===== config.mk =====
export PLATFORM = sky130hd
export DESIGN_NAME = lsb_stego_embed_extract
export DESIGN_NICKNAME = d
export VERILOG_FILES = /design/src/sv/lsbse_pkg.sv /design/src/sv/lsbse_embed.sv /design/src/sv/lsbse_extract.sv /design/src/sv/lsb_stego_embed_extract.sv
export SDC_FILE = /design/constraint.sdc
export NUM_CORES = 1
export LEC_CHECK = 0
export BUFFER_PORTS_ARGS = -buffer_cell sky130_fd_sc_hd__buf_2
export CORE_MARGIN = 2
export CORE_UTILIZATION = 52
export CTS_CLUSTER_SIZE = 16
export DETAILED_ROUTE_END_ITERATION = 8
export PLACE_DENSITY = 0.81
export SLEW_MARGIN = 20
export SYNTH_ARGS = -nofsm -noshare
export SYNTH_HDL_FRONTEND = slang
export SYNTH_SLANG_ARGS = --single-unit

===== constraint.sdc =====
create_clock -name clk -period 2.3 [get_ports clk]
set_input_delay 0.46 -clock clk [delete_from_list [all_inputs] [get_ports clk]]
set_output_delay 0.46 -clock clk [all_outputs]
set_load 0.1 [all_outputs]

===== src/sv/lsbse_pkg.sv =====
// Package for the LSB steganography embed/extract block.
// Holds the item and configuration types, register indexes and shared constants.
// No dependencies.
package lsbse_pkg;

	// Most message characters that extraction emits, and longest embeddable message.
	localparam int unsigned MAX_CHARS = 10;

	// Frame delimiter character.
	localparam logic [7:0] DELIM = 8'h24;

	// Configuration register indexes.
	localparam int unsigned CFG_IDX_W = 3;
	localparam logic [CFG_IDX_W-1:0] CFG_MODE      = 3'd0;
	localparam logic [CFG_IDX_W-1:0] CFG_MSG_LEN   = 3'd1;
	localparam logic [CFG_IDX_W-1:0] CFG_MSG_LOW   = 3'd2;
	localparam logic [CFG_IDX_W-1:0] CFG_MSG_HIGH  = 3'd3;
	localparam logic [CFG_IDX_W-1:0] CFG_WIN_START = 3'd4;
	localparam logic [CFG_IDX_W-1:0] CFG_WIN_END   = 3'd5;

	// Register reset values for the window.
	localparam logic [7:0] WIN_START_RST = 8'd33;
	localparam logic [7:0] WIN_END_RST   = 8'd120;

	// Mode encoding.
	localparam logic MODE_EMBED   = 1'b0;
	localparam logic MODE_EXTRACT = 1'b1;

	typedef struct packed {
		logic [7:0] data_byte;
		logic       last_byte;
	} in_item_t;

	typedef struct packed {
		logic [7:0] out_byte;
		logic       char_valid;
		logic [7:0] char_out;
		logic       message_done;
		logic       end_of_file;
		logic       text_found;
	} out_item_t;

	typedef struct packed {
		logic        mode;
		logic [3:0]  message_length;
		logic [63:0] message_low;
		logic [15:0] message_high;
		logic [7:0]  window_start;
		logic [7:0]  window_end;
	} cfg_t;

	// Control handed from the top level to the embed and extract units.
	typedef struct packed {
		logic step;
		logic in_window;
		logic last;
	} step_ctl_t;

	// Extraction results for one item.
	typedef struct packed {
		logic       char_valid;
		logic [7:0] char_out;
		logic       message_done;
		logic       text_found;
	} ext_res_t;

endpackage


===== src/sv/lsbse_embed.sv =====
// Embed unit: frame bit counter and LSB replacement for one byte per cycle while the top level steps it.
// Depends on lsbse_pkg.
module lsbse_embed
	import lsbse_pkg::*;
(
	input  logic       clk,
	input  logic       arst_n,
	input  cfg_t       cfg,
	input  step_ctl_t  ctl,
	input  logic [7:0] data_byte,
	output logic [7:0] out_byte
);

	logic [6:0] fbc_q;
	logic [7:0] frame_len;
	logic [3:0] char_idx;
	logic [3:0] msg_idx;
	logic [7:0] frame_char;
	logic [7:0] msg_char;
	logic       is_delim;
	logic       embed_now;

	// Frame length in bits is (length + 2) * 8, two delimiters around the text.
	assign frame_len = 8'(({4'd0, cfg.message_length} + 8'd2) << 3);

	// Character of the frame that holds the current bit.
	assign char_idx = fbc_q[6:3];
	assign msg_idx  = char_idx - 4'd1;
	assign is_delim = (char_idx == 4'd0) ||
		({1'b0, char_idx} == ({1'b0, cfg.message_length} + 5'd1));

	// Message character select; indexes past the stored ten read as zero.
	always_comb begin
		case (msg_idx)
			4'd0:    msg_char = cfg.message_low[63:56];
			4'd1:    msg_char = cfg.message_low[55:48];
			4'd2:    msg_char = cfg.message_low[47:40];
			4'd3:    msg_char = cfg.message_low[39:32];
			4'd4:    msg_char = cfg.message_low[31:24];
			4'd5:    msg_char = cfg.message_low[23:16];
			4'd6:    msg_char = cfg.message_low[15:8];
			4'd7:    msg_char = cfg.message_low[7:0];
			4'd8:    msg_char = cfg.message_high[15:8];
			4'd9:    msg_char = cfg.message_high[7:0];
			default: msg_char = 8'd0;
		endcase
	end

	assign frame_char = is_delim ? DELIM : msg_char;

	// A bit goes out while the frame lasts and the counter is below saturation.
	assign embed_now = (cfg.mode == MODE_EMBED) && ctl.in_window &&
		({1'b0, cfg.message_length} <= 5'(MAX_CHARS)) &&
		({1'b0, fbc_q} < frame_len) && (fbc_q != 7'h7f);

	// Frame bits go out MSB first.
	assign out_byte = embed_now ? {data_byte[7:1], frame_char[~fbc_q[2:0]]} : data_byte;

	// Frame bit counter, cleared after the last byte of a file.
	always_ff @(posedge clk or negedge arst_n) begin
		if (!arst_n) begin
			fbc_q <= '0;
		end else if (ctl.step) begin
			if (ctl.last) begin
				fbc_q <= '0;
			end else if (embed_now) begin
				fbc_q <= fbc_q + 7'd1;
			end
		end
	end

endmodule


===== src/sv/lsbse_extract.sv =====
// Extract unit: gathers window LSBs into characters and tracks the delimiters.
// Depends on lsbse_pkg.
module lsbse_extract
	import lsbse_pkg::*;
(
	input  logic      clk,
	input  logic      arst_n,
	input  logic      active,
	input  step_ctl_t ctl,
	input  logic      bit_in,
	output ext_res_t  res
);

	logic [7:0] acc_q,   acc_nx;
	logic [2:0] cnt_q,   cnt_nx;
	logic       start_q, start_nx;
	logic       stop_q,  stop_nx;
	logic [3:0] taken_q, taken_nx;
	logic [7:0] acc_shift;
	logic       take;

	assign take      = active && ctl.in_window && !stop_q;
	assign acc_shift = {acc_q[6:0], bit_in};

	// Next state and the per-item results.
	always_comb begin
		acc_nx   = acc_q;
		cnt_nx   = cnt_q;
		start_nx = start_q;
		stop_nx  = stop_q;
		taken_nx = taken_q;
		res      = '0;
		if (take) begin
			acc_nx = acc_shift;
			cnt_nx = cnt_q + 3'd1;
			// A full character has been gathered.
			if (cnt_q == 3'd7) begin
				if (!start_q) begin
					if (acc_shift == DELIM) begin
						start_nx = 1'b1;
					end
				end else if (acc_shift == DELIM) begin
					stop_nx          = 1'b1;
					res.message_done = 1'b1;
				end else if ({1'b0, taken_q} < 5'(MAX_CHARS)) begin
					res.char_valid = 1'b1;
					res.char_out   = acc_shift;
					taken_nx       = taken_q + 4'd1;
				end
				acc_nx = '0;
				cnt_nx = '0;
			end
		end
		res.text_found = active && ctl.last && start_nx && (taken_nx != 4'd0);
	end

	// Per-file state; all of it returns to zero after the last byte.
	always_ff @(posedge clk or negedge arst_n) begin
		if (!arst_n) begin
			acc_q   <= '0;
			cnt_q   <= '0;
			start_q <= 1'b0;
			stop_q  <= 1'b0;
			taken_q <= '0;
		end else if (ctl.step) begin
			if (ctl.last) begin
				acc_q   <= '0;
				cnt_q   <= '0;
				start_q <= 1'b0;
				stop_q  <= 1'b0;
				taken_q <= '0;
			end else begin
				acc_q   <= acc_nx;
				cnt_q   <= cnt_nx;
				start_q <= start_nx;
				stop_q  <= stop_nx;
				taken_q <= taken_nx;
			end
		end
	end

endmodule


===== src/sv/lsb_stego_embed_extract.sv =====
// Top level of the LSB steganography embed/extract block.
// Depends on lsbse_pkg, lsbse_embed and lsbse_extract.
//
// Channel   Direction  Handshake             Payload
// in        input      in_valid / in_ready   in_item  (in_item_t)
// out       output     out_valid / out_ready out_item (out_item_t)
// cfg       input      cfg_valid / cfg_ready cfg_index, cfg_data
//
// An item accepted into the input register passes through the embed/extract logic into the result
// register when the stage advances, and its result is then offered on the out channel.
// One item is accepted per cycle while the result register is empty or being drained.
// Reset clears all per-file state and loads the register defaults; the window is 33..120.
// A stalled result holds the result register, and an empty input register takes one more item.
// The configuration port is always ready; writes are expected only while idle.
module lsb_stego_embed_extract
	import lsbse_pkg::*;
(
	input  logic                 clk,
	input  logic                 arst_n,
	input  logic                 in_valid,
	output logic                 in_ready,
	input  in_item_t             in_item,
	output logic                 out_valid,
	input  logic                 out_ready,
	output out_item_t            out_item,
	input  logic                 cfg_valid,
	output logic                 cfg_ready,
	input  logic [CFG_IDX_W-1:0] cfg_index,
	input  logic [63:0]          cfg_data
);

	cfg_t      cfg_q;
	in_item_t  item_s1;
	logic      valid_s1;
	out_item_t out_s2;
	logic      valid_s2;
	logic [7:0] pos_q;
	logic      advance;
	step_ctl_t ctl;
	logic [7:0] emb_byte;
	ext_res_t  ext_res;

	assign cfg_ready = 1'b1;

	// Configuration registers.
	always_ff @(posedge clk or negedge arst_n) begin
		if (!arst_n) begin
			cfg_q.mode           <= MODE_EMBED;
			cfg_q.message_length <= '0;
			cfg_q.message_low    <= '0;
			cfg_q.message_high   <= '0;
			cfg_q.window_start   <= WIN_START_RST;
			cfg_q.window_end     <= WIN_END_RST;
		end else if (cfg_valid && cfg_ready) begin
			case (cfg_index)
				CFG_MODE:      cfg_q.mode           <= cfg_data[0];
				CFG_MSG_LEN:   cfg_q.message_length <= cfg_data[3:0];
				CFG_MSG_LOW:   cfg_q.message_low    <= cfg_data;
				CFG_MSG_HIGH:  cfg_q.message_high   <= cfg_data[15:0];
				CFG_WIN_START: cfg_q.window_start   <= cfg_data[7:0];
				CFG_WIN_END:   cfg_q.window_end     <= cfg_data[7:0];
				default:       ;
			endcase
		end
	end

	// The stage advances whenever the result register is empty or being drained.
	assign advance  = !valid_s2 || out_ready;
	assign in_ready = !valid_s1 || advance;

	assign ctl.step      = valid_s1 && advance;
	assign ctl.last      = item_s1.last_byte;
	assign ctl.in_window = (pos_q >= cfg_q.window_start) && (pos_q <= cfg_q.window_end);

	// Input register.
	always_ff @(posedge clk or negedge arst_n) begin
		if (!arst_n) begin
			valid_s1 <= 1'b0;
		end else if (in_valid && in_ready) begin
			valid_s1 <= 1'b1;
		end else if (ctl.step) begin
			valid_s1 <= 1'b0;
		end
	end

	always_ff @(posedge clk) begin
		if (in_valid && in_ready) begin
			item_s1 <= in_item;
		end
	end

	// Byte position, saturating at the top and cleared after the last byte.
	always_ff @(posedge clk or negedge arst_n) begin
		if (!arst_n) begin
			pos_q <= '0;
		end else if (ctl.step) begin
			if (ctl.last) begin
				pos_q <= '0;
			end else if (pos_q != 8'hff) begin
				pos_q <= pos_q + 8'd1;
			end
		end
	end

	lsbse_embed u_embed (
		.clk       (clk),
		.arst_n    (arst_n),
		.cfg       (cfg_q),
		.ctl       (ctl),
		.data_byte (item_s1.data_byte),
		.out_byte  (emb_byte)
	);

	lsbse_extract u_extract (
		.clk    (clk),
		.arst_n (arst_n),
		.active (cfg_q.mode == MODE_EXTRACT),
		.ctl    (ctl),
		.bit_in (item_s1.data_byte[0]),
		.res    (ext_res)
	);

	// Result register.
	always_ff @(posedge clk or negedge arst_n) begin
		if (!arst_n) begin
			valid_s2 <= 1'b0;
		end else if (ctl.step) begin
			valid_s2 <= 1'b1;
		end else if (out_ready) begin
			valid_s2 <= 1'b0;
		end
	end

	always_ff @(posedge clk) begin
		if (ctl.step) begin
			out_s2.out_byte     <= emb_byte;
			out_s2.char_valid   <= ext_res.char_valid;
			out_s2.char_out     <= ext_res.char_out;
			out_s2.message_done <= ext_res.message_done;
			out_s2.end_of_file  <= item_s1.last_byte;
			out_s2.text_found   <= ext_res.text_found;
		end
	end

	assign out_valid = valid_s2;
	assign out_item  = out_s2;

endmodule


==> results of run 1 <==
[logic make-up after synthesis]
group	Yosys count
simple gates	168
flops	163
xor+xnor	11
other cells	1
fa+ha+maj	28
mux	113
compound gates	116
buf+inv	59
[critical path, stage by stage, from the launching register on]
cell and delay (ps):
dfrtp_1 410, ha_4 260, nor2b_4 120, o211ai_1 200
a21oi_1 100, o22a_2 310, or3_4 450, a311oi_2 250
a221oi_2 100
[routing by layer]
layer,share of wire,wire length [um],vias up,GRT usage
met3,0.055,1159,84,0.05885
met4,0.045,955,0,0.1345
met1,0.39,8100,3049,0.3102
li1,-,-,2798,-
met5,0,0,-,0
met2,0.51,10790,257,0.4571
[power by group through the flow]
stage                     Clock [mW]  Sequential, mW  Combinational, mW
after global routing            3.06            3.84               2.21
after detailed placement           0            3.81               1.71
final                           2.92            3.79               2.05
after global placement             0            3.78               1.60
after CTS                       2.92            3.77               1.88
after floorplan                    0            3.88              0.980
[through the flow]
step           setup slack (ps)  total power [mW]  area, um^2
2_1_floorplan            -55.03             4.864        7995
3_3_place_gp             -157.8             5.380        9170
3_5_place_dp             -315.6             5.525        9170
4_1_cts                  -121.5             8.569       10020
5_1_grt                  -255.1             9.112       10310
6_report                 -153.9             8.763       10310
[final timing paths]
check	slack (ps)	to
max	-150	out_item[12]
max in group asynchronous	1110	u_extract.cnt_q[0]
min reg2reg	420	out_item[14]
min	190	ctl[0]
min in group asynchronous	530	cfg_q[12]
max reg2reg	-150	out_item[12]
[cell usage in the layout (no fill, tap or decap), drive strengths merged, types with 3 or more instances in the layout]
master   Yosys  routed
a2111oi      4       4
a21oi       20      21
a221oi       5       5
a22o        11      11
a22oi       10      10
a31oi        6       6
a32oi        3       3
and2        10      10
and3         7       7
buf         15     193
clkbuf      14      23
clkinv       2       6
dfrtp      128     128
dfstp        6       6
edfxtp      29      29
ha          28      28
inv         28      30
mux2       104     104
mux2i        9       9
nand2       43      43
nand2b       7       7
nand3       17      17
nand4        6       6
nor2        33      33
nor2b       13      13
nor3         6       6
nor4         8       8
nor4b        3       3
o211ai       4       4
o21a         3       3
o21ai       27      27
o31ai        3       3
or3          4       4
xnor2        8       8
xor2         3       3
[registers in the layout, summed over array words and instances, names as in the netlist, 3 cells and up]
| register | flops |
|---|---|
| u_extract.acc_q | 7 |
| item_s1 | 8 |
| u_embed.fbc_q | 7 |
| pos_q | 8 |
| out_item | 20 |
| u_extract.taken_q | 4 |
| cfg_q | 101 |
| u_extract.cnt_q | 3 |
[area by class of cell]
cell class	instances	area, um^2
fill	1080	4781
clock inverter	9	120.1
timing repair buffer	194	1294
inverter	30	113.9
multi-input combinational	438	3821
tap	188	235.2
clock buffer	23	488.0
sequential	163	4237
[what timing repair did]
item	in CTS	in global routing
hold buffers	1	0
pin swaps	17	27
resized for setup	32	51
gates cloned	1	1
setup buffers	9	6
endpoints found under the hold margin	7	0
endpoints found under the setup margin	30	33
==> impl_results.md, run 1 <==
- Status: finished with violations
- Violated checks: setup timing
- Vias: 6,188
- Final Hold Fails: 0
- Share of cells above drive strength 1: 0.4679
- R2r startpoint: pos_q[1]
- Synth Area per Inst: 12.09 um^2
- Netlist cell types: 70
- Pleak: 4.493 nW
- Via/cell ratio: 5.922
- Worst Max-Slew Pin Slew: 910.5 ps
- Placed cell count: 996
- FF-to-FF path depth: 8
- #FFs+latches synth: 163
- Pin count of the biggest net entering global routing: 44
- Pins Over Slew Limit: 0
- GRT Total Usage: 0.2642
- Die Y-Extent: 127.8 um
- Synth Area in Compound Gates: 0.1038
- Hold Worst Slack: 188.1 ps
- Post-synth ARST share: 0.8221
- Fin Setup TNS: -1414 ps
- Share of the synthesized area in the top cell type: 0.4021
- Sw power: 2.626 mW
- Int Power: 6.137 mW
- Synth Instances: 659
- Crit-path max FO: 7
- Row cnt: 45
- Total die area: 16,330 um^2
- DRC: 0
- Most instantiated library cell after synthesis: dfrtp_1
- Global-route wire length before repair: 33,060 um
- Setup WS post-layout: -153.9 ps
- Final ANT Viol Nets: 0
- Critical Path Sink Type: flip-flop
- Multiplexer area fraction after synthesis: 0.1583
- WL/cell: 20.10 um
- Gp weighted congestion: 0.9887
- Synth warn: 0
- Number of port buffers: 102
- Post-Syn Nets: 768
- Initial antenna violation count: 0
- Critical path arrival: 2630 ps
- Adder-Cell Fraction of Synth Area: 0.04398
- Fin cells: 1,045
- Clock latency on the worst-skew pair: 440 ps
- Clock power share: 0.333
- EDFF count, synth: 29
- Max VDD drop: 593.2 uV
- Total CTS buffers: 17
- Largest cells by area after synthesis: dfrtp_1 (40%), mux2_2 (15%), edfxtp_1 (11%), ha_1 (4.4%), dfstp_2 (2.0%)
- Startpoint types: flip-flop
- Synth cell count leaders: dfrtp_1 (128), mux2_2 (104), nand2_1 (42)
- Seq pwr share: 0.433
- Routed wire length: 21,010 um
- DRT iter0 DRCs: 659
- Hold Path Depth: 1
- Combinational family with the most area after synthesis: multiplexers
- Crit Path Category: flip-flop to flip-flop
- Root cell of the clock tree: clkbuf_16
- IO Count: 104
- Hold Path Class: input pin to flip-flop
- Die W: 127.8 um
- Final nets: 953
- RSZ-0062 raised after global routing: true
- Total number of clock tree sinks: 163
- Slew headroom: 0.3907
- Sw frac: 0.2997
- Initial Util: 0.5279
- Logic pwr share: 0.234
- Xor and xnor fraction of the mapped netlist area: 0.01209
- Power Dens Cells: 850.1 nW/um^2
- Setup Viol. Count Final: 23
- Clock Tree Buf Depth: 2
- Clock Skew: 8.525 ps
- Post-synthesis simple-gate area fraction: 0.1115
- Ys flop type: dfrtp_1
- Sequential share of the synthesized area: 0.5312
- CTS tree: built
- Hold path startpoint: in_item[0]
- WP data required: 2480 ps
- CORE AREA: 15,090 um^2
- Cell accounting for the most synthesized area: dfrtp_1
- H-tree level count: 4
- Tmin final: 2454 ps
- Final period util: 1.067
- N_diodes: 0
- MaxCap Viol Count: 0
- Area Overhead vs Synth: 29.40%
- Crit path launch: pos_q[1]
- Clk slew on worst S/H paths: 70 ps
- Mapped cell area: 7966 um^2
- Post-DP HPWL: 14,570 um
- Initial DRT Pass Iterations: 5
- Fin util: 0.6832
- Vias in the first global route: 6,378
- Highest Clock Rate: 407.5 MHz
- Total grt overflow: 0
(Power assumes the default switching activity.)
==> inputs of run 2 (changes only) <==
Settings changed: RECOVER_POWER from default to 100.
==> run 2 against run 1 <==
The run still ends with setup timing left. First-iteration DRC count shrank 11%. Core utilization shrank 0.73 points. Count of clock-buffer cells in the layout is the same. Clock skew grew 1.7 ps. Setup slack lost 9.5 ps. Cell count is the same. Critical path depth is the same. Combinational power is essentially flat. Critical path type unchanged. Critical endpoint unchanged.
==> impl_results.md, run 2 (synthesis results as in run 1) <==
- Status: finished with violations
- Violated checks: setup timing
- Power, Total: 8.740 mW (-0.26%)
- Worst path cell trace: ha_4, nor2b_4, o211ai_1, a21oi_1, o22a_2, or3_4, a311oi_2, a221oi_2
- WP data required: 2470 ps (about the same)
- Power Dens Cells: 857.0 nW/um^2 (+0.82%)
- Root cell of the clock tree: clkbuf_16
- Routed wire length: 21,000 um (about the same)
- Worst path slowest cell: or3_4
- Slew headroom: 0.3628 (-0.02792)
- Critical path arrival: 2640 ps (about the same)
- Initial antenna violation count: 0 (unchanged)
- Crit Path Category: flip-flop to flip-flop
- Clk slew on worst S/H paths: 70 ps (about the same)
- Total CTS buffers: 17 (unchanged)
- Initial Util: 0.5279 (unchanged)
- Pleak: 4.426 nW (-1.5%)
- Clock Skew: 10.18 ps (+1.652 ps)
- Most frequent cells in the layout: dfrtp_1 (124), mux2_2 (104), buf_2 (77)
- Delay of the slowest critical-path stage: 450 ps (about the same)
- Startpoint types: flip-flop
- Total number of clock tree sinks: 163 (unchanged)
- Critical Path Sink Type: flip-flop
- Clock Tree Buf Depth: 2 (unchanged)
- Highest Clock Rate: 405.9 MHz (-0.39%)
- H-tree level count: 4 (unchanged)
- Total grt overflow: 0 (unchanged)
- Seq pwr share: 0.434 (about the same)
- Sw power: 2.621 mW (-0.20%)
- DRC: 0 (unchanged)
- R2r startpoint: pos_q[1]
- Fin Setup TNS: -1722 ps (-307.6 ps)
- Clock latency on the worst-skew pair: 440 ps (about the same)
- IO Count: 104 (unchanged)
- Row cnt: 45 (unchanged)
- Hold path startpoint: in_item[0]
- Number of flip-flops in the largest register: 101 (unchanged)
- Final period util: 1.071 (+0.004137)
- GRT Total Usage: 0.2642 (unchanged)
- Number of port buffers: 102 (unchanged)
- Hold Path Class: input pin to flip-flop
- Logic pwr share: 0.232 (-0.002)
- Die W: 127.8 um (unchanged)
- Placed cell count: 996 (unchanged)
- DRT iter0 DRCs: 589 (-11%)
- Biggest register: cfg_q
- Die Y-Extent: 127.8 um (unchanged)
- N_diodes: 0 (unchanged)
- Setup Viol. Count Final: 25 (+8.7%)
- Worst Max-Slew Pin Slew: 955.8 ps (+45.24 ps)
- Clock power share: 0.334 (about the same)
- Area Overhead vs Synth: 28.02%
- Vias in the first global route: 6,378 (unchanged)
- Pins Over Slew Limit: 0 (unchanged)
- Initial DRT Pass Iterations: 6 (+1)
- Total die area: 16,330 um^2 (unchanged)
- Vias: 6,165 (-0.37%)
- Tmin final: 2463 ps (+9.514 ps)
- RSZ-0062 raised after global routing: true
- Max VDD drop: 593.7 uV (about the same)
- Commonest non-fill, non-tap cell in the layout: dfrtp_1
- Int Power: 6.120 mW (-0.28%)
- Final Hold Fails: 0 (unchanged)
- Global-route wire length before repair: 33,060 um (unchanged)
- Gp weighted congestion: 0.9887 (unchanged)
- CORE AREA: 15,090 um^2 (unchanged)
- CTS tree: built
- Share of cells above drive strength 1: 0.4527 (-0.01517)
- MaxCap Viol Count: 0 (unchanged)
- Crit-path max FO: 7 (unchanged)
- Sw frac: 0.2998 (about the same)
- Setup WS post-layout: -163.5 ps (-9.514 ps)
- Crit path launch: pos_q[1]
- Final nets: 953 (unchanged)
- DP Worst Slack: -315.6 ps (unchanged)
- WL/cell: 20.09 um (about the same)
- Post-DP HPWL: 14,570 um (unchanged)
- Via/cell ratio: 5.900 (-0.37%)
- Fin cells: 1,045 (unchanged)
- Final ANT Viol Nets: 0 (unchanged)
- Pin count of the biggest net entering global routing: 44 (unchanged)
==> run 2: changes by cell type in the layout (fill, tap and decap cells not counted), sizes merged <==
cell	change
buf	-44
clkbuf	+44
clkinv	-1
clkinvlp	+1
==> run 2: final cells by class <==
type / instances / area, um^2
Clock inverter: 9 / 120.1
Sequential cell: 163 / 4237
Clock buffer: 23 / 488.0
Multi-Input combinational cell: 438 / 3811
Inverter: 30 / 113.9
Tap cell: 188 / 235.2
Fill cell: 1105 / 4891
Timing Repair Buffer: 194 / 1194
==> run 2: repair_timing <==
item                       CTS  global route
cloned                       1             1
gates resized for setup     32            51
setup endpoints to repair   30            33
hold endpoints to repair     7             0
hold buffers                 1             0
buffers inserted             9             6
pin swaps                   17            27
==> run 2: path summary, 6_finish.rpt <==
check	slack [ps]	cells after the start	to
max	-160	8	out_item[12]
min	190	1	ctl[0]
max reg2reg	-160	8	out_item[12]
min reg2reg	420	0	out_item[14]
max in group asynchronous	370	3	cfg_q[61]
min in group asynchronous	680	2	cfg_q[12]
==> run 2: power by group through the flow <==
| stage | Sequential [mW] | Clock, mW | Combinational [mW] |
|---|---|---|---|
| 2_1_floorplan | 3.88 | 0 | 0.980 |
| 3_3_place_gp | 3.78 | 0 | 1.60 |
| 3_5_place_dp | 3.81 | 0 | 1.71 |
| 4_1_cts | 3.77 | 2.92 | 1.88 |
| 5_1_grt | 3.84 | 3.06 | 2.19 |
| 6_report | 3.80 | 2.92 | 2.03 |
==> run 2: stage by stage <==
step / utilization / hold WS (ps) / cell area [um^2]
final: 0.6759 / 187.4 / 10200
after global routing: 0.6759 / 191.0 / 10200
after CTS: 0.6643 / 186.2 / 10020
after global placement: 0.6077 / 402.3 / 9170
after detailed placement: 0.6077 / 408.9 / 9170
after floorplan: - / 164.4 / 7995
==> run 2: worst max-delay path, delay by kind of cell (launching register included) <==
family	cells	cell delay, ps
fa+ha+maj	1	260
compound gates	5	970
simple gates	2	570
flops	1	410
==> run 2: per-layer routing <==
metal | track usage | share of wire
met5 | 0 | 0
met3 | 0.05885 | 0.052
met2 | 0.4571 | 0.51
met1 | 0.3102 | 0.39
met4 | 0.1345 | 0.045
